===== src/hdl/slcfr_pkg.sv =====
// Shared constants and types of the sync/length/checksum frame receiver.
package slcfr_pkg;

   localparam logic [7:0] SYNC_RESET = 8'h55;

   // Frame type codes carried in the type byte.
   localparam logic [7:0] TYPE_END     = 8'h04;
   localparam logic [7:0] TYPE_BOARD   = 8'h06;
   localparam logic [7:0] TYPE_PLAYERS = 8'h07;
   localparam logic [7:0] TYPE_PING    = 8'h11;

   typedef enum logic [2:0] {
      CLASS_END     = 3'd0,
      CLASS_BOARD   = 3'd1,
      CLASS_PLAYERS = 3'd2,
      CLASS_PING    = 3'd3,
      CLASS_UNKNOWN = 3'd4
   } msg_class_type;

   function automatic msg_class_type class_of(input logic [7:0] frame_type);
      msg_class_type cls;
      case (frame_type)
         TYPE_END:     cls = CLASS_END;
         TYPE_BOARD:   cls = CLASS_BOARD;
         TYPE_PLAYERS: cls = CLASS_PLAYERS;
         TYPE_PING:    cls = CLASS_PING;
         default:      cls = CLASS_UNKNOWN;
      endcase
      return cls;
   endfunction

endpackage


===== src/hdl/slcfr_if.sv =====
// Valid/ready channel interfaces for received bytes and decoded results.
interface slcfr_req_if;
   logic       valid;
   logic       ready;
   logic [7:0] rx_byte;

   modport source (output valid, output rx_byte, input ready);
   modport sink   (input valid, input rx_byte, output ready);
endinterface

interface slcfr_rsp_if;
   logic       valid;
   logic       ready;
   logic [7:0] data;
   logic [7:0] index;
   logic [7:0] raw_type;
   logic [2:0] msg_class;
   logic       checksum_ok;
   logic       last;

   modport source (output valid, output data, output index, output raw_type,
                   output msg_class, output checksum_ok, output last, input ready);
   modport sink   (input valid, input data, input index, input raw_type,
                   input msg_class, input checksum_ok, input last, output ready);
endinterface


===== src/hdl/sync_length_checksum_frame_receiver.sv =====
// Top level of the sync/length/type frame receiver with additive checksum.
//
// The receiver takes one stream byte per cycle as long as the result side keeps
// up: a byte is held in the input register, the frame parser decodes it
// against the current phase and any result lands in the output register. While
// a result waits in the output register under back-pressure, the held byte
// waits too and the input stalls, header and idle bytes included, until that
// result is taken.
// Bytes are dropped until one equals the sync register; then come a length
// byte, a type byte, that many payload bytes (each gives one item with its
// index) and a checksum byte, which gives a final item flagged last with the
// frame class and whether type plus payload, modulo 256, matched it. The sync
// register should be written only while the receiver is idle.
module sync_length_checksum_frame_receiver
   import slcfr_pkg::*;
(
   input  logic              clock,
   input  logic              reset,
   slcfr_req_if.sink         req_ch,
   slcfr_rsp_if.source       rsp_ch,
   input  logic              csr_we,
   input  logic [7:0]        csr_wdata
);

   typedef enum logic [2:0] {
      PH_IDLE,
      PH_LENGTH,
      PH_TYPE,
      PH_PAYLOAD,
      PH_CHECK
   } phase_type;

   phase_type  phase_ff, phase_in;
   logic [7:0] sync_ff;
   logic [7:0] remaining_ff, remaining_in;
   logic [7:0] pidx_ff, pidx_in;
   logic [7:0] sum_ff, sum_in;
   logic [7:0] ftype_ff, ftype_in;

   logic       in_valid_ff;
   logic [7:0] in_byte_ff;

   logic       rsp_valid_ff;
   logic [7:0] rsp_data_ff, rsp_data_in;
   logic [7:0] rsp_index_ff, rsp_index_in;
   logic [7:0] rsp_type_ff;
   logic [2:0] rsp_class_ff;
   logic       rsp_ok_ff, rsp_ok_in;
   logic       rsp_last_ff, rsp_last_in;
   logic       emit;

   logic advance;

   // The held byte moves on once the output register is free or being drained.
   assign advance      = in_valid_ff && (!rsp_valid_ff || rsp_ch.ready);
   assign req_ch.ready = !in_valid_ff || advance;

   always_comb begin
      phase_in     = phase_ff;
      remaining_in = remaining_ff;
      pidx_in      = pidx_ff;
      sum_in       = sum_ff;
      ftype_in     = ftype_ff;
      emit         = 1'b0;
      rsp_data_in  = in_byte_ff;
      rsp_index_in = pidx_ff;
      rsp_ok_in    = 1'b0;
      rsp_last_in  = 1'b0;
      case (phase_ff)
         PH_IDLE: begin
            if (in_byte_ff == sync_ff) begin
               phase_in = PH_LENGTH;
            end
         end
         PH_LENGTH: begin
            remaining_in = in_byte_ff;
            pidx_in      = 8'd0;
            phase_in     = PH_TYPE;
         end
         PH_TYPE: begin
            ftype_in = in_byte_ff;
            sum_in   = in_byte_ff;
            phase_in = (remaining_ff == 8'd0) ? PH_CHECK : PH_PAYLOAD;
         end
         PH_PAYLOAD: begin
            emit         = 1'b1;
            sum_in       = sum_ff + in_byte_ff;
            pidx_in      = pidx_ff + 8'd1;
            remaining_in = remaining_ff - 8'd1;
            if (remaining_ff == 8'd1) begin
               phase_in = PH_CHECK;
            end
         end
         PH_CHECK: begin
            emit         = 1'b1;
            rsp_data_in  = 8'd0;
            rsp_index_in = 8'd0;
            rsp_ok_in    = (sum_ff == in_byte_ff);
            rsp_last_in  = 1'b1;
            phase_in     = PH_IDLE;
            remaining_in = 8'd0;
            pidx_in      = 8'd0;
            sum_in       = 8'd0;
         end
         default: begin
            phase_in = PH_IDLE;
         end
      endcase
   end

   always_ff @(posedge clock) begin
      if (reset) begin
         sync_ff      <= SYNC_RESET;
         phase_ff     <= PH_IDLE;
         remaining_ff <= 8'd0;
         pidx_ff      <= 8'd0;
         sum_ff       <= 8'd0;
         ftype_ff     <= 8'd0;
         in_valid_ff  <= 1'b0;
         rsp_valid_ff <= 1'b0;
      end else begin
         if (csr_we) begin
            sync_ff <= csr_wdata;
         end
         if (req_ch.ready) begin
            in_valid_ff <= req_ch.valid;
         end
         if (advance) begin
            phase_ff     <= phase_in;
            remaining_ff <= remaining_in;
            pidx_ff      <= pidx_in;
            sum_ff       <= sum_in;
            ftype_ff     <= ftype_in;
         end
         if (advance && emit) begin
            rsp_valid_ff <= 1'b1;
         end else if (rsp_ch.ready) begin
            rsp_valid_ff <= 1'b0;
         end
      end
   end

   // Payload registers, no reset needed.
   always_ff @(posedge clock) begin
      if (req_ch.ready && req_ch.valid) begin
         in_byte_ff <= req_ch.rx_byte;
      end
      if (advance && emit) begin
         rsp_data_ff  <= rsp_data_in;
         rsp_index_ff <= rsp_index_in;
         rsp_type_ff  <= ftype_ff;
         rsp_class_ff <= class_of(ftype_ff);
         rsp_ok_ff    <= rsp_ok_in;
         rsp_last_ff  <= rsp_last_in;
      end
   end

   assign rsp_ch.valid       = rsp_valid_ff;
   assign rsp_ch.data        = rsp_data_ff;
   assign rsp_ch.index       = rsp_index_ff;
   assign rsp_ch.raw_type    = rsp_type_ff;
   assign rsp_ch.msg_class   = rsp_class_ff;
   assign rsp_ch.checksum_ok = rsp_ok_ff;
   assign rsp_ch.last        = rsp_last_ff;

   // While payload is expected, at least one payload byte is still owed.
   a_payload_remaining: assert property (@(posedge clock) disable iff (reset)
      phase_ff == PH_PAYLOAD |-> remaining_ff != 8'd0)
      else $error("payload phase with no bytes remaining");

   // A consumed payload byte always shows up as a result item.
   a_payload_emits: assert property (@(posedge clock) disable iff (reset)
      advance && phase_ff == PH_PAYLOAD |=> rsp_valid_ff && !rsp_last_ff)
      else $error("payload byte produced no result item");

   // The checksum byte closes the frame and yields the final item.
   a_check_closes: assert property (@(posedge clock) disable iff (reset)
      advance && phase_ff == PH_CHECK |=> phase_ff == PH_IDLE && rsp_valid_ff
         && rsp_last_ff && sum_ff == 8'd0)
      else $error("checksum byte did not close the frame");

   // Only the final item can carry a checksum verdict.
   a_ok_only_last: assert property (@(posedge clock) disable iff (reset)
      rsp_valid_ff && !rsp_last_ff |-> !rsp_ok_ff)
      else $error("checksum flag set on a payload item");

endmodule


===== src/flat_wrapper.sv =====
// flat-port wrapper written by rule: the top's interface ports become plain ports
module sync_length_checksum_frame_receiver_flat import slcfr_pkg::*;
  (clock, reset, csr_we, csr_wdata, req_ch_valid, req_ch_rx_byte, req_ch_ready, rsp_ch_valid, rsp_ch_data, rsp_ch_index, rsp_ch_raw_type, rsp_ch_msg_class, rsp_ch_checksum_ok, rsp_ch_last, rsp_ch_ready);
  slcfr_req_if req_ch_i ();
  slcfr_rsp_if rsp_ch_i ();
  input  logic clock;
  input  logic reset;
  input  logic csr_we;
  input  logic [7:0] csr_wdata;
  input wire logic [$bits(req_ch_i.valid)-1:0] req_ch_valid;
  input wire logic [$bits(req_ch_i.rx_byte)-1:0] req_ch_rx_byte;
  output wire logic [$bits(req_ch_i.ready)-1:0] req_ch_ready;
  output wire logic [$bits(rsp_ch_i.valid)-1:0] rsp_ch_valid;
  output wire logic [$bits(rsp_ch_i.data)-1:0] rsp_ch_data;
  output wire logic [$bits(rsp_ch_i.index)-1:0] rsp_ch_index;
  output wire logic [$bits(rsp_ch_i.raw_type)-1:0] rsp_ch_raw_type;
  output wire logic [$bits(rsp_ch_i.msg_class)-1:0] rsp_ch_msg_class;
  output wire logic [$bits(rsp_ch_i.checksum_ok)-1:0] rsp_ch_checksum_ok;
  output wire logic [$bits(rsp_ch_i.last)-1:0] rsp_ch_last;
  input wire logic [$bits(rsp_ch_i.ready)-1:0] rsp_ch_ready;
  assign req_ch_i.valid = req_ch_valid;
  assign req_ch_i.rx_byte = req_ch_rx_byte;
  assign req_ch_ready = req_ch_i.ready;
  assign rsp_ch_valid = rsp_ch_i.valid;
  assign rsp_ch_data = rsp_ch_i.data;
  assign rsp_ch_index = rsp_ch_i.index;
  assign rsp_ch_raw_type = rsp_ch_i.raw_type;
  assign rsp_ch_msg_class = rsp_ch_i.msg_class;
  assign rsp_ch_checksum_ok = rsp_ch_i.checksum_ok;
  assign rsp_ch_last = rsp_ch_i.last;
  assign rsp_ch_i.ready = rsp_ch_ready;
  sync_length_checksum_frame_receiver u_core (.clock(clock), .reset(reset), .req_ch(req_ch_i), .rsp_ch(rsp_ch_i), .csr_we(csr_we), .csr_wdata(csr_wdata));
endmodule

===== config.mk =====
export PLATFORM = sky130hd
export DESIGN_NAME = sync_length_checksum_frame_receiver_flat
export DESIGN_NICKNAME = d
export VERILOG_FILES = /design/src/hdl/slcfr_pkg.sv /design/src/hdl/slcfr_if.sv /design/src/hdl/sync_length_checksum_frame_receiver.sv /design/src/flat_wrapper.sv
export SDC_FILE = /design/constraint.sdc
export NUM_CORES = 1
export LEC_CHECK = 0
export ABC_AREA = 1
export BUFFER_PORTS_ARGS = -buffer_cell sky130_fd_sc_hd__buf_2
export CORE_UTILIZATION = 60
export CTS_CLUSTER_DIAMETER = 200
export DETAILED_ROUTE_END_ITERATION = 10
export PLACE_DENSITY = 0.8
export SLEW_MARGIN = 0
export SYNTH_ARGS = -nofsm -noshare
export SYNTH_HDL_FRONTEND = slang
export SYNTH_SLANG_ARGS = --single-unit

===== constraint.sdc =====
create_clock -name clock -period 4.7 [get_ports clock]
set_clock_uncertainty 0.2 [all_clocks]
set_input_delay 0.94 -clock clock [delete_from_list [all_inputs] [get_ports clock]]
set_output_delay 0.94 -clock clock [all_outputs]
set_load 0.05 [all_outputs]

Yosys cells after proc, flatten, opt, wreduce, memory -nomap -nowiden
Index checks and enable logic that the tools add are counted.
{"block": "op_classes", "mux": 12, "reduce_logical": 20, "eq_ne": 13, "addsub": 3}
{"op": "$pmux W8 S3", "n": 2}
{"op": "$eq A8 B3 Y1 const B", "n": 3}
{"op": "$pmux W3 S4", "n": 2}
{"op": "$eq A8 B8 Y1", "n": 2}
{"op": "$pmux W8 S2", "n": 1}
{"op": "$mux W3", "n": 3}
{"op": "$add A8 B1 Y8 const B", "n": 1}
{"op": "$add A8 B8 Y8", "n": 1}
{"op": "$eq A8 B1 Y1 const B", "n": 1}
{"op": "$eq A8 B5 Y1 const B", "n": 1}
{"op": "$logic_not A8 Y1", "n": 1}
{"op": "$reduce_and A2 Y1", "n": 4}
{"op": "$sub A8 B1 Y8 const B", "n": 1}
{"op": "$eq A3 B2 Y1 const B", "n": 2}
{"op": "$reduce_bool A3 Y1", "n": 2}
{"op": "$mux W1", "n": 4}
{"op": "$ne A2 B1 Y1 const B", "n": 2}
{"op": "$reduce_bool A2 Y1", "n": 2}
{"op": "$reduce_or A2 Y1", "n": 2}
{"op": "$eq A3 B1 Y1 const B", "n": 1}
{"op": "$eq A3 B3 Y1 const B", "n": 1}
{"op": "$logic_and A1 B1 Y1", "n": 3}
{"op": "$logic_not A3 Y1", "n": 1}
{"op": "$reduce_and A3 Y1", "n": 1}
{"op": "other kinds (2)", "n": 4}
{"block": "totals", "out_inout_bits": 31, "in_bits": 21, "word_cells": 63, "reg_bits": 82}

Depth between registers and ports, before layout
Gate-level depths: netlist of the first run.
{"block": "logic_depth", "depth_word": 5, "mapped_depth": 11, "depth_no_buf": 11}

Worst setup path before layout of the first run
No wires, ideal clock.
{"block": "synth_timing", "path_kind": "input to register", "start": "in rsp_ch_ready", "end": "reg u_core.rsp_ok_ff, in the netlist u_core.rsp_ch.checksum_ok (enable)", "path_slack_ns": 2.130, "path_buffers": 0, "arrival_ns": 1.986, "required_ns": 4.116, "path_stages": 6, "setup_time_ns": 0.384, "cell_sequence": "inv_1 > nand2_1 > nand2_1 > inv_1 > nand2_1 > inv_1"}
{"block": "synth_via", "elab_chain_len": 3}
{"item": "from (decl)", "line_no": "flat_wrapper.sv:20", "text": "input wire logic [$bits(rsp_ch_i.ready)-1:0] rsp_ch_ready;"}
{"item": "$logic_or A1 B1 Y1", "line_no": "sync_length_checksum_frame_receiver.sv:55", "text": "assign advance = in_valid_ff && (!rsp_valid_ff || rsp_ch.ready);"}
{"item": "$logic_and A1 B1 Y1", "line_no": "sync_length_checksum_frame_receiver.sv:55"}
{"item": "$logic_and A1 B1 Y1", "line_no": "sync_length_checksum_frame_receiver.sv:148", "text": "if (advance && emit) begin"}
{"item": "to (signal assigned)", "line_no": "sync_length_checksum_frame_receiver.sv:153", "text": "rsp_ok_ff <= rsp_ok_in;"}
{"item": "to (decl)", "line_no": "sync_length_checksum_frame_receiver.sv:48", "text": "logic rsp_ok_ff, rsp_ok_in;"}
No other way between the ends.
A chain may end at the register's enable or synchronous reset.

Worst setup path in the final report of the first run
{"block": "layout_timing", "start": "reg u_core.phase_ff[0]", "end": "reg u_core.rsp_type_ff[3], in the netlist u_core.rsp_ch.raw_type[3] (enable)"}
{"block": "layout_via", "elab_chain_len": 4, "word_cells_on_any_way": 5, "classes_between": "2 x eq/ne; 1 x mux; 2 x reduce/logical"}
{"item": "from (decl)", "line_no": "sync_length_checksum_frame_receiver.sv:33", "text": "phase_type phase_ff, phase_in;"}
{"item": "from (signal assigned)", "line_no": "sync_length_checksum_frame_receiver.sv:129", "text": "phase_ff <= phase_in;"}
{"item": "$eq A3 B3 Y1 or $eq A3 B2 Y1 (tied branches)", "line_no": "sync_length_checksum_frame_receiver.sv:69", "text": "case (phase_ff)"}
{"item": "$reduce_or A2 Y1 (no line) (*)"}
{"item": "$mux W1 (*)", "line_no": "sync_length_checksum_frame_receiver.sv:69"}
{"item": "$logic_and A1 B1 Y1 (*)", "line_no": "sync_length_checksum_frame_receiver.sv:148"}
{"item": "to (signal assigned)", "line_no": "sync_length_checksum_frame_receiver.sv:151", "text": "rsp_type_ff <= ftype_ff;"}
{"item": "to (decl)", "line_no": "sync_length_checksum_frame_receiver.sv:46", "text": "logic [7:0] rsp_type_ff;"}
Mark *: on every way between the ends. The rest lies on a longest branch, timed or not.

==> metrics.txt, run 1 <==
layout cells sized above 1=approximately 18%; CP required=approximately 4.5 ns; Power Density=approximately 310 nW/um^2; met1 wire length=3570 um; status=finished clean; # DRC=0; worst relative slew slack=between 20 and 30%; Die X=approximately 82 um; clock sink total=82; hold crit path type=reg2reg; initial antenna violation count=0; FF+latch count, synth=82; cell taking the most area after synthesis=edfxtp_1; RSZ-0062 raised after global routing=no; routed wl met2=around 3700 um; top cells by count, synth=76 x nand2_1, 58 x nor2_1, 56 x inv_1, 45 x dfxtp_1, 38 x a21oi_1; met3 wire length=between 500 and 600 um; Synth Area in Simple Gates=around 20%; Avg Vias per Cell=5.48; TritonCTS clock tree=done; max cap viols=0; CTS max path bufs=2; ANT cells=0; Hold Buf Count CTS=0; GP Congestion=between 0.9 and 1; crit path kind=reg2reg; num ports=between 50 and 60; Ys Warns=0; mux cell area share after synthesis=0%; Nets=~540; Yosys top cell area share=about 29%; Die Y=between 80 and 90 um; Clock Root Buffer=clkbuf_8; commonest register cell after synthesis=dfxtp_1; top post-synthesis cells by area=edfxtp_1 29%, dfxtp_1 23%, nand2_1 7.4%; number of synthesized flops with an enable pin=37; Tcrit/Tclk final=between 50% and 60%; adder-cell share of the synthesized area=4.09%; total track usage=between 20% and 30%; Setup crit end kind=flop; Static Leak=1.88 nW; Hold Vio Cnt, Final=0; P&R area growth vs syn=12.5%; leading cell type by number of instances after synthesis=nand2_1; Syn Std Cell Area=between 3000 and 4000 sq um; WL final=roughly 8000 um; DP HPWL=between 5000 and 6000 um; largest family of logic cells by synthesized area=simple AND/OR/NAND/NOR gates; largest net degree at the start of global routing=33; final-report setup violation count=0; post-CTS setup buffer count=0; number of buffers added on ports=between 50 and 60; Post-CTS Resized=0; Setup TNS Final=0 ns; vias in the first global route=~2800; Reg clk slew, reported paths=about 0.090 ns; dpl cell area=around 4100 sq um; Min Clock Period, post-route=about 2.6 ns; Synth Area in Compound Gates=13.7%; Power Total=1.35 mW; DR WL/cell=approximately 14 um; Synth cell types=33; syn nets=~480; clock latency on the worst-skew pair=0.35 ns; cell area after layout=~4300 sq um; First-pass DRT Iterations=5; die footprint=roughly 6700 sq um; Seq/Total Area, Yosys=between 50% and 60%; CTS H-tree depth=3; fin. max-slew vios=0; Avg Cell Area, Syn=8.58 sq um; global-route wire length before repair=12700 um; post-route ant nets=0; Synth Area in XOR/XNOR=1.82%; total CTS buffers=9; Fmax=approximately 380 MHz; Tightest Pin Transition=approximately 1.1 ns; Core Region=just over 6000 sq um; Initial Util=a little under two thirds; crit path max fanout=29; Placement Rows=28; Iter 0 DRT Violations=between 200 and 300; Worst setup SP type=flop; Final Core Density=just over 70%; VDD IR max=about 0.27 mV; Cells after Synth=between 400 and 500; DR vias=between 3000 and 4000; Post-synth ARST share=0%; total grt overflow=0; Worst Path Arrival=roughly 2.4 ns; highest metal used=met4
## registers in the layout (all words and copies together) (netlist names), 8 cells and up
signal,cells
u_core.pidx_ff,8
u_core.rsp_ch.index,8
u_core.ftype_ff,8
u_core.rsp_ch.raw_type,8
u_core.in_byte_ff,8
u_core.remaining_ff,8
u_core.sum_ff,8
u_core.sync_ff,8
u_core.rsp_ch.data,8
## worst paths after layout
path	cells after the start	start	end	slack [ns]
worst min-delay path	0	u_core.ftype_ff[2]	u_core.rsp_ch.raw_type[2]	0.23
worst max register to register	6	u_core.phase_ff[0]	u_core.rsp_ch.raw_type[3]	2.07
worst max-delay path	6	u_core.phase_ff[0]	u_core.rsp_ch.raw_type[3]	2.07
worst min register to register	0	u_core.ftype_ff[2]	u_core.rsp_ch.raw_type[2]	0.23
## final cells by class
| class | count | area (sq um) |
|---|---|---|
| clock buffer | 10 | 138 |
| clock inverter | 6 | 65.1 |
| fill | 471 | 1730 |
| inverter | 63 | 236 |
| multi-input combinational | 295 | 1540 |
| sequential | 82 | 2010 |
| tap | 75 | 93.8 |
| timing repair buffer | 51 | 255 |
## through the flow
stage	worst slack, ns	hold WS, ns	std cells
detailed placement	1.75	0.215	566
finish	2.07	0.235	582
global route	1.90	0.239	582
global placement	1.78	0.212	566
floorplan	2.13	0.208	449
CTS	2.08	0.235	582
## worst max-delay path: stages, from the launching register on
cell     delay, ns
dfxtp_1       0.37
inv_2         0.08
nor2_4        0.18
nand2_2       0.25
o21ai_2       0.24
nand2_1       0.12
inv_1         0.79
## logic make-up after synthesis
kind of cell | count (synthesis)
AOI/OAI and AO/OA | 94
xor gates and xnor gates | 8
and+or+nand+nor | 181
DFF | 82
buffers and inverters | 72
adders and majority gates | 12
## layer usage
layer | global-route usage (%) | vias up
li1 | - | 1584
met1 | 34.4 | 1461
met2 | 41.5 | 129
met3 | 5.71 | 17
met4 | 10.0 | 0
met5 | 0 | -
## report_power, final
part	leakage [nW]	internal [mW]	total, mW	switching (mW)
Combinational	1.07	0.0256	0.0715	0.0460
Clock	0.103	0.261	0.519	0.258
Sequential	0.707	0.752	0.762	0.00935
Total	1.88	1.04	1.35	0.313
## placed cells by master (no fill, tap or decap), types with 2 or more instances in the layout
master,Yosys,final
nor3_1,8,8
clkinv_2,0,2
a31oi_1,3,3
o21ai_0,37,37
clkbuf_8,2,10
nor2_1,58,58
o21ai_2,4,4
inv_2,7,7
nor2_4,3,3
a21oi_1,38,38
o21ai_1,4,4
inv_1,56,56
buf_2,1,51
xnor2_1,3,3
nand2_2,2,2
nand2_1,76,76
a211oi_1,5,5
edfxtp_1,37,37
dfxtp_1,45,45
or2_2,3,3
nand3_1,22,22
xor2_1,5,5
nand4_1,5,5
ha_1,11,11
Power figures use the tool's default switching activity.
==> run 2: changes to the inputs <==
--- a/config.mk
+++ b/config.mk
@@ -5,12 +5,12 @@
 export SDC_FILE = /design/constraint.sdc
 export NUM_CORES = 1
 export LEC_CHECK = 0
-export ABC_AREA = 1
+export ABC_AREA = 0
 export BUFFER_PORTS_ARGS = -buffer_cell sky130_fd_sc_hd__buf_2
-export CORE_UTILIZATION = 60
+export CORE_UTILIZATION = 52
 export CTS_CLUSTER_DIAMETER = 200
 export DETAILED_ROUTE_END_ITERATION = 10
-export PLACE_DENSITY = 0.8
+export PLACE_DENSITY = 0.73
 export SLEW_MARGIN = 0
 export SYNTH_ARGS = -nofsm -noshare
 export SYNTH_HDL_FRONTEND = slang
==> constraint.sdc (replaced) <==
create_clock -name clock -period 2.3 [get_ports clock]
set_clock_uncertainty 0.2 [all_clocks]
set_input_delay 0.46 -clock clock [delete_from_list [all_inputs] [get_ports clock]]
set_output_delay 0.46 -clock clock [all_outputs]
set_load 0.05 [all_outputs]
==> metrics.txt, run 2 <==
status=finished clean; hold path start=req_ch_rx_byte[1]; met1 wire length=3640 um (+1.9%); met3 wire length=463 um (-10%); Post-synth ARST share=0% (unchanged); # DRC=0 (unchanged); FF+latch count, synth=82 (unchanged); Crit path buffers/inverters=1 (-1); Hold Vio Cnt, Final=0 (unchanged); TritonCTS clock tree=done; Reg clk slew, reported paths=0.08 ns (about the same); Placement Rows=31 (+11%); syn nets=404 (-16%); largest net degree at the start of global routing=30 (-9.1%); placed insts=520 (-8.1%); ANT cells=0 (unchanged); hold crit path type=in2reg; Min Clock Period, post-route=2.19 ns (-0.434 ns); die footprint=7810 sq um (+16%); initial antenna violation count=0 (unchanged); final-report setup violation count=0 (unchanged); Static Leak=1.71 nW (-8.8%); leading cell type by number of instances after synthesis=dfxtp_1; RSZ-0062 raised after global routing=no; routed wl met2=3590 um (-4.0%); max cap viols=0 (unchanged); Tcrit/Tclk final=95.3% (+39 points); Syn Std Cell Area=3880 sq um (+0.62%); P&R area growth vs syn=17.5%; global-route wire length before repair=12100 um (-5.1%); Nets=465 (-13%); Worst Path Arrival=2.26 ns (-0.14 ns); Ys Warns=0 (unchanged); GP Congestion=0.893 (-2.4%); cell area after layout=4560 sq um (+5.1%); First-pass DRT Iterations=4 (-1); Setup TNS Final=0 ns (unchanged); WL final=7780 um (-2.6%); cell taking the most area after synthesis=edfxtp_1; reg2reg end=u_core.sum_ff[6]; Setup crit end kind=flop; Min-Delay Endpoint=u_core.in_byte_ff[1]; Layout Cells excl Fill=536 (-7.9%); highest metal used=met4; layout cells sized above 1=22.4% (+4.7 points); number of synthesized flops with an enable pin=37 (unchanged); slowest stage delay, CP=0.44 ns (-0.35 ns); RR Startpoint=u_core.in_byte_ff[0]; total CTS buffers=9 (unchanged); worst relative slew slack=46.5% (+18 points); Slowest cell on crit path=edfxtp_1; crit path kind=reg2reg; DR vias=2885 (-9.6%); commonest register cell after synthesis=dfxtp_1; Clock Root Buffer=clkbuf_8; post-CTS setup buffer count=0 (unchanged); CTS H-tree depth=3 (unchanged); DP HPWL=5460 um (-4.1%); Core Region=7210 sq um (+19%); CP required=2.37 ns (-2.10 ns); Worst Hold Depth=1 (+1); Fmax=456 MHz (+20%); CP delay by family, top=adder cells; Die X=88.4 um (+7.6%); Synth cell types=60 (+82%); Cells after Synth=371 (-17%); Hold Buf Count CTS=0 (unchanged); Post-CTS Resized=0 (unchanged); Iter 0 DRT Violations=87 (-66%); total track usage=20.8% (-5.1 points); Power Total=2.98 mW (+120%); top cells by count, synth=45 x dfxtp_1, 42 x nor2_1, 37 x edfxtp_1, 29 x nand2_1, 26 x a21oi_1; crit path max fanout=4 (-86%); DR WL/cell=14.5 um (+5.7%); Yosys top cell area share=28.7% (-0.18 points); fin. max-slew vios=0 (unchanged); Seq/Total Area, Yosys=51.9% (-0.32 points); Initial Util=53.7% (-9.8 points); Power Density=655 nW/um^2 (+110%); Tightest Pin Transition=0.801 ns (-0.272 ns); num ports=52 (unchanged); Worst setup SP type=flop; number of buffers added on ports=51 (unchanged); VDD IR max=0.358 mV (+35%); Die Y=88.4 um (+7.6%); most common library cell in the layout ignoring fill and taps=buf_2; post-route ant nets=0 (unchanged); dpl cell area=4300 sq um (+4.0%); total grt overflow=0 (unchanged); R2R Setup Slk=0.11 ns (-1.97 ns); clock latency on the worst-skew pair=0.35 ns (about the same); worst r2r path cells=8 (+2); vias in the first global route=2475 (-10%); chain of cells forming the critical path=ha_1 > inv_1 > fa_1 > nand2b_1 > a21oi_1 > nor2_1 > mux2i_1 > a311oi_1; top post-synthesis cells by area=edfxtp_1 29%, dfxtp_1 23%, nor2_1 4.1%; Avg Cell Area, Syn=10.5 sq um (+22%); CTS max path bufs=2 (unchanged); Avg Vias per Cell=5.38 (-1.8%); clock sink total=82 (unchanged); commonest non-fill, non-tap cells in the layout=51 x buf_2, 45 x dfxtp_1, 41 x nor2_1, 37 x edfxtp_1, 29 x nand2_1
run 2: cell families after synthesis:
family                     Yosys count  share of synthesized area (%)
and+or+nand+nor                    146                           19.7
AOI/OAI and AO/OA                   82                           15.0
DFF                                 82                           51.9
buffers and inverters               25                           3.55
xor gates and xnor gates            17                           3.84
adders and majority gates           12                           4.07
muxes                                7                           1.94
run 2: worst max-delay path by stage:
stage                               from                   endpoint  slack [ns]  cells after the start
finish              u_core.in_byte_ff[0]           u_core.sum_ff[6]        0.11                      8
global route        u_core.in_byte_ff[0]           u_core.sum_ff[6]        0.02                      8
floorplan            u_core.rsp_ch.valid  u_core.rsp_ch.checksum_ok        0.16                      5
detailed placement  u_core.in_byte_ff[0]           u_core.sum_ff[6]        0.13                      8
CTS                 u_core.in_byte_ff[0]           u_core.sum_ff[6]         0.1                      8
global placement      u_core.phase_ff[0]      u_core.rsp_ch.data[2]        0.22                      4
run 2: per-stage QoR:
step | setup slack, ns | hold slack, ns | utilization, %
final | 0.107 | 0.0747 | 63.1
after global routing | 0.0180 | 0.0672 | 63.1
after CTS | 0.0971 | 0.0700 | 63.1
after detailed placement | 0.133 | 0.256 | 59.6
after global placement | 0.221 | 0.247 | 59.6
after floorplan | 0.155 | 0.231 | -
run 2: metal layers:
layer / up-vias / GRT usage [%]
met5: - / 0
met4: 0 / 8.80
met3: 10 / 3.36
met2: 100 / 33.4
met1: 1308 / 28.1
li1: 1467 / -
run 2: cell type report:
cell class | count | area [sq um]
Sequential cell | 82 | 2010
Clock inverter | 5 | 108
Inverter | 6 | 35.0
Timing Repair Buffer | 69 | 390
Multi-Input combinational cell | 264 | 1740
Tap cell | 99 | 124
Fill cell | 600 | 2660
Clock buffer | 11 | 151
run 2: report_power, final:
group	switching (mW)	leakage, nW	internal [mW]
clock network	0.514	0.131	0.788
registers	0.0181	0.701	1.53
logic	0.0711	0.882	0.0596
==> run 3: changes to the inputs <==
--- a/config.mk
+++ b/config.mk
@@ -7,10 +7,10 @@
 export LEC_CHECK = 0
 export ABC_AREA = 0
 export BUFFER_PORTS_ARGS = -buffer_cell sky130_fd_sc_hd__buf_2
-export CORE_UTILIZATION = 52
+export CORE_UTILIZATION = 57
 export CTS_CLUSTER_DIAMETER = 200
 export DETAILED_ROUTE_END_ITERATION = 10
-export PLACE_DENSITY = 0.73
+export PLACE_DENSITY = 0.76
 export SLEW_MARGIN = 0
 export SYNTH_ARGS = -nofsm -noshare
 export SYNTH_HDL_FRONTEND = slang
==> constraint.sdc (replaced) <==
create_clock -name clock -period 2.4 [get_ports clock]
set_clock_uncertainty 0.2 [all_clocks]
set_input_delay 0.48 -clock clock [delete_from_list [all_inputs] [get_ports clock]]
set_output_delay 0.48 -clock clock [all_outputs]
set_load 0.05 [all_outputs]
==> metrics.txt, run 3 (synthesis gave the netlist of run 2 again) <==
status=complete, but fails checks; failing checks=design-rule violations; Worst setup SP type=flop; Die Y=84.5 um (-4.4%); chain of cells forming the critical path=ha_1 > inv_1 > fa_1 > nand2b_1 > a21oi_1 > nor2_1 > mux2i_1 > a311oi_1; TritonCTS clock tree=done; P&R area growth vs syn=15.9%; Placement Rows=29 (-6.5%); Clk pwr share=40.0% (-3.7 points); CTS max path bufs=2 (unchanged); vias in the first global route=2689 (+8.6%); Setup TNS Final=0 ns (unchanged); part of the power in registers=55.4% (+3.4 points); total track usage=24.1% (+3.3 points); clock sink total=82 (unchanged); Fmax=455 MHz (-0.20%); num ports=52 (unchanged); Final Core Density=69.6% (+6.4 points); CP required=2.45 ns (+0.08 ns); NetSw=546 uW (-9.6%); worst r2r path cells=8 (unchanged); Core Region=6460 sq um (-10%); Die X=84.5 um (-4.4%); total CTS buffers=9 (unchanged); reg2reg end=u_core.sum_ff[6]; Hold Buf Count CTS=0 (unchanged); DR WL/cell=15.5 um (+6.5%); WL final=7940 um (+2.1%); Static Leak=1.69 nW (-1.4%); crit path max fanout=4 (unchanged); CTS H-tree depth=3 (unchanged); Initial Util=60.0% (+6.3 points); Min-Delay Endpoint=u_core.in_byte_ff[0]; Power Density=597 nW/um^2 (-8.8%); post-route ant nets=0 (unchanged); DP HPWL=5580 um (+2.2%); fillers=508 (-15%); DR vias=2917 (+1.1%); Power Total=2.68 mW (-10%); Min Clock Period, post-route=2.20 ns (+0.00430 ns); hold path start=req_ch_rx_byte[0]; Int Power=2.14 mW (-10%); worst relative slew slack=67.0% (+21 points); final-report setup violation count=0 (unchanged); Tightest Pin Transition=0.483 ns (-0.318 ns); global-route wire length before repair=13200 um (+9.2%); Iter 0 DRT Violations=156 (+79%); Setup crit end kind=flop; Worst setup startpoint=u_core.in_byte_ff[0]; Hold Vio Cnt, Final=0 (unchanged); hold crit path type=in2reg; Worst Hold Depth=1 (unchanged); largest net degree at the start of global routing=30 (unchanged); max cap viols=0 (unchanged); commonest non-fill, non-tap cells in the layout=51 x buf_2, 45 x dfxtp_1, 41 x nor2_1, 37 x edfxtp_1, 29 x nand2_1; Worst Path Arrival=2.25 ns (about the same); Avg Vias per Cell=5.68 (+5.4%); fin. max-slew vios=0 (unchanged); Tcrit/Tclk final=91.5% (-3.8 points); post-CTS setup buffer count=0 (unchanged); First-pass DRT Iterations=7 (+3); crit path kind=reg2reg; WHS=0.107 ns (+0.0322 ns); die footprint=7140 sq um (-8.6%); Post-CTS Resized=0 (unchanged); Gate power share=4.5% (about the same); RR Startpoint=u_core.in_byte_ff[0]; placed insts=498 (-4.2%); Slowest cell on crit path=edfxtp_1; R2R Setup Slk=0.20 ns (+0.10 ns); ANT cells=0 (unchanged); sw frac=20.3% (+0.11 points); Crit path buffers/inverters=1 (unchanged); most common library cell in the layout ignoring fill and taps=buf_2; slowest stage delay, CP=0.42 ns (-0.02 ns); total grt overflow=0 (unchanged); Clock Root Buffer=clkbuf_8; RSZ-0062 raised after global routing=no; clock latency on the worst-skew pair=0.35 ns (about the same); CP delay by family, top=adder cells; Reg clk slew, reported paths=0.07 ns (about the same); number of buffers added on ports=51 (unchanged); initial antenna violation count=0 (unchanged); Nets=465 (unchanged); Layout Cells excl Fill=514 (-4.1%); # DRC=8 (+8); layout cells sized above 1=21.5% (-0.92 points); GP Congestion=0.909 (+1.7%); VDD IR max=0.434 mV (+21%)
## run 3: cell type report
class / count / area [sq um] / area share, %
multi-input combinational: 264 / 1740 / 38.6
timing repair buffer: 69 / 403 / 8.96
sequential: 82 / 2010 / 44.8
tap: 77 / 96.3 / 2.14
inverter: 6 / 35.0 / 0.780
clock inverter: 3 / 63.8 / 1.42
clock buffer: 13 / 149 / 3.31
## run 3: through the flow
stage | worst slack [ns] | area (sq um)
after floorplan | 0.255 | 3880
after global placement | 0.303 | 4280
after detailed placement | 0.230 | 4280
after CTS | 0.222 | 4490
after global routing | 0.0404 | 4490
final | 0.203 | 4490
## run 3: worst max-delay path by stage
stage | endpoint | cells past startpoint
2_1_floorplan | u_core.rsp_ch.checksum_ok | 5
6_report | u_core.sum_ff[6] | 8
5_1_grt | u_core.sum_ff[6] | 8
4_1_cts | u_core.sum_ff[6] | 8
3_5_place_dp | u_core.sum_ff[6] | 8
3_3_place_gp | u_core.sum_ff[6] | 8
## run 3: metal layers
metal | GRT usage [%] | part of all wire, % | vias up
met5 | 0 | 0 | -
met4 | 9.55 | 1.3 | 0
met3 | 5.11 | 6.2 | 9
met2 | 38.1 | 46 | 101
met1 | 32.8 | 46 | 1347
li1 | - | - | 1460
## run 3: power by group through the flow
| stage | registers (mW) | logic (mW) | clock network [mW] |
|---|---|---|---|
| 6_report | 1.49 | 0.122 | 1.07 |
| 5_1_grt | 1.49 | 0.136 | 1.15 |
| 4_1_cts | 1.49 | 0.123 | 1.09 |
| 3_5_place_dp | 1.52 | 0.122 | 0 |
| 3_3_place_gp | 1.52 | 0.120 | 0 |
| 2_1_floorplan | 1.51 | 0.0790 | 0 |
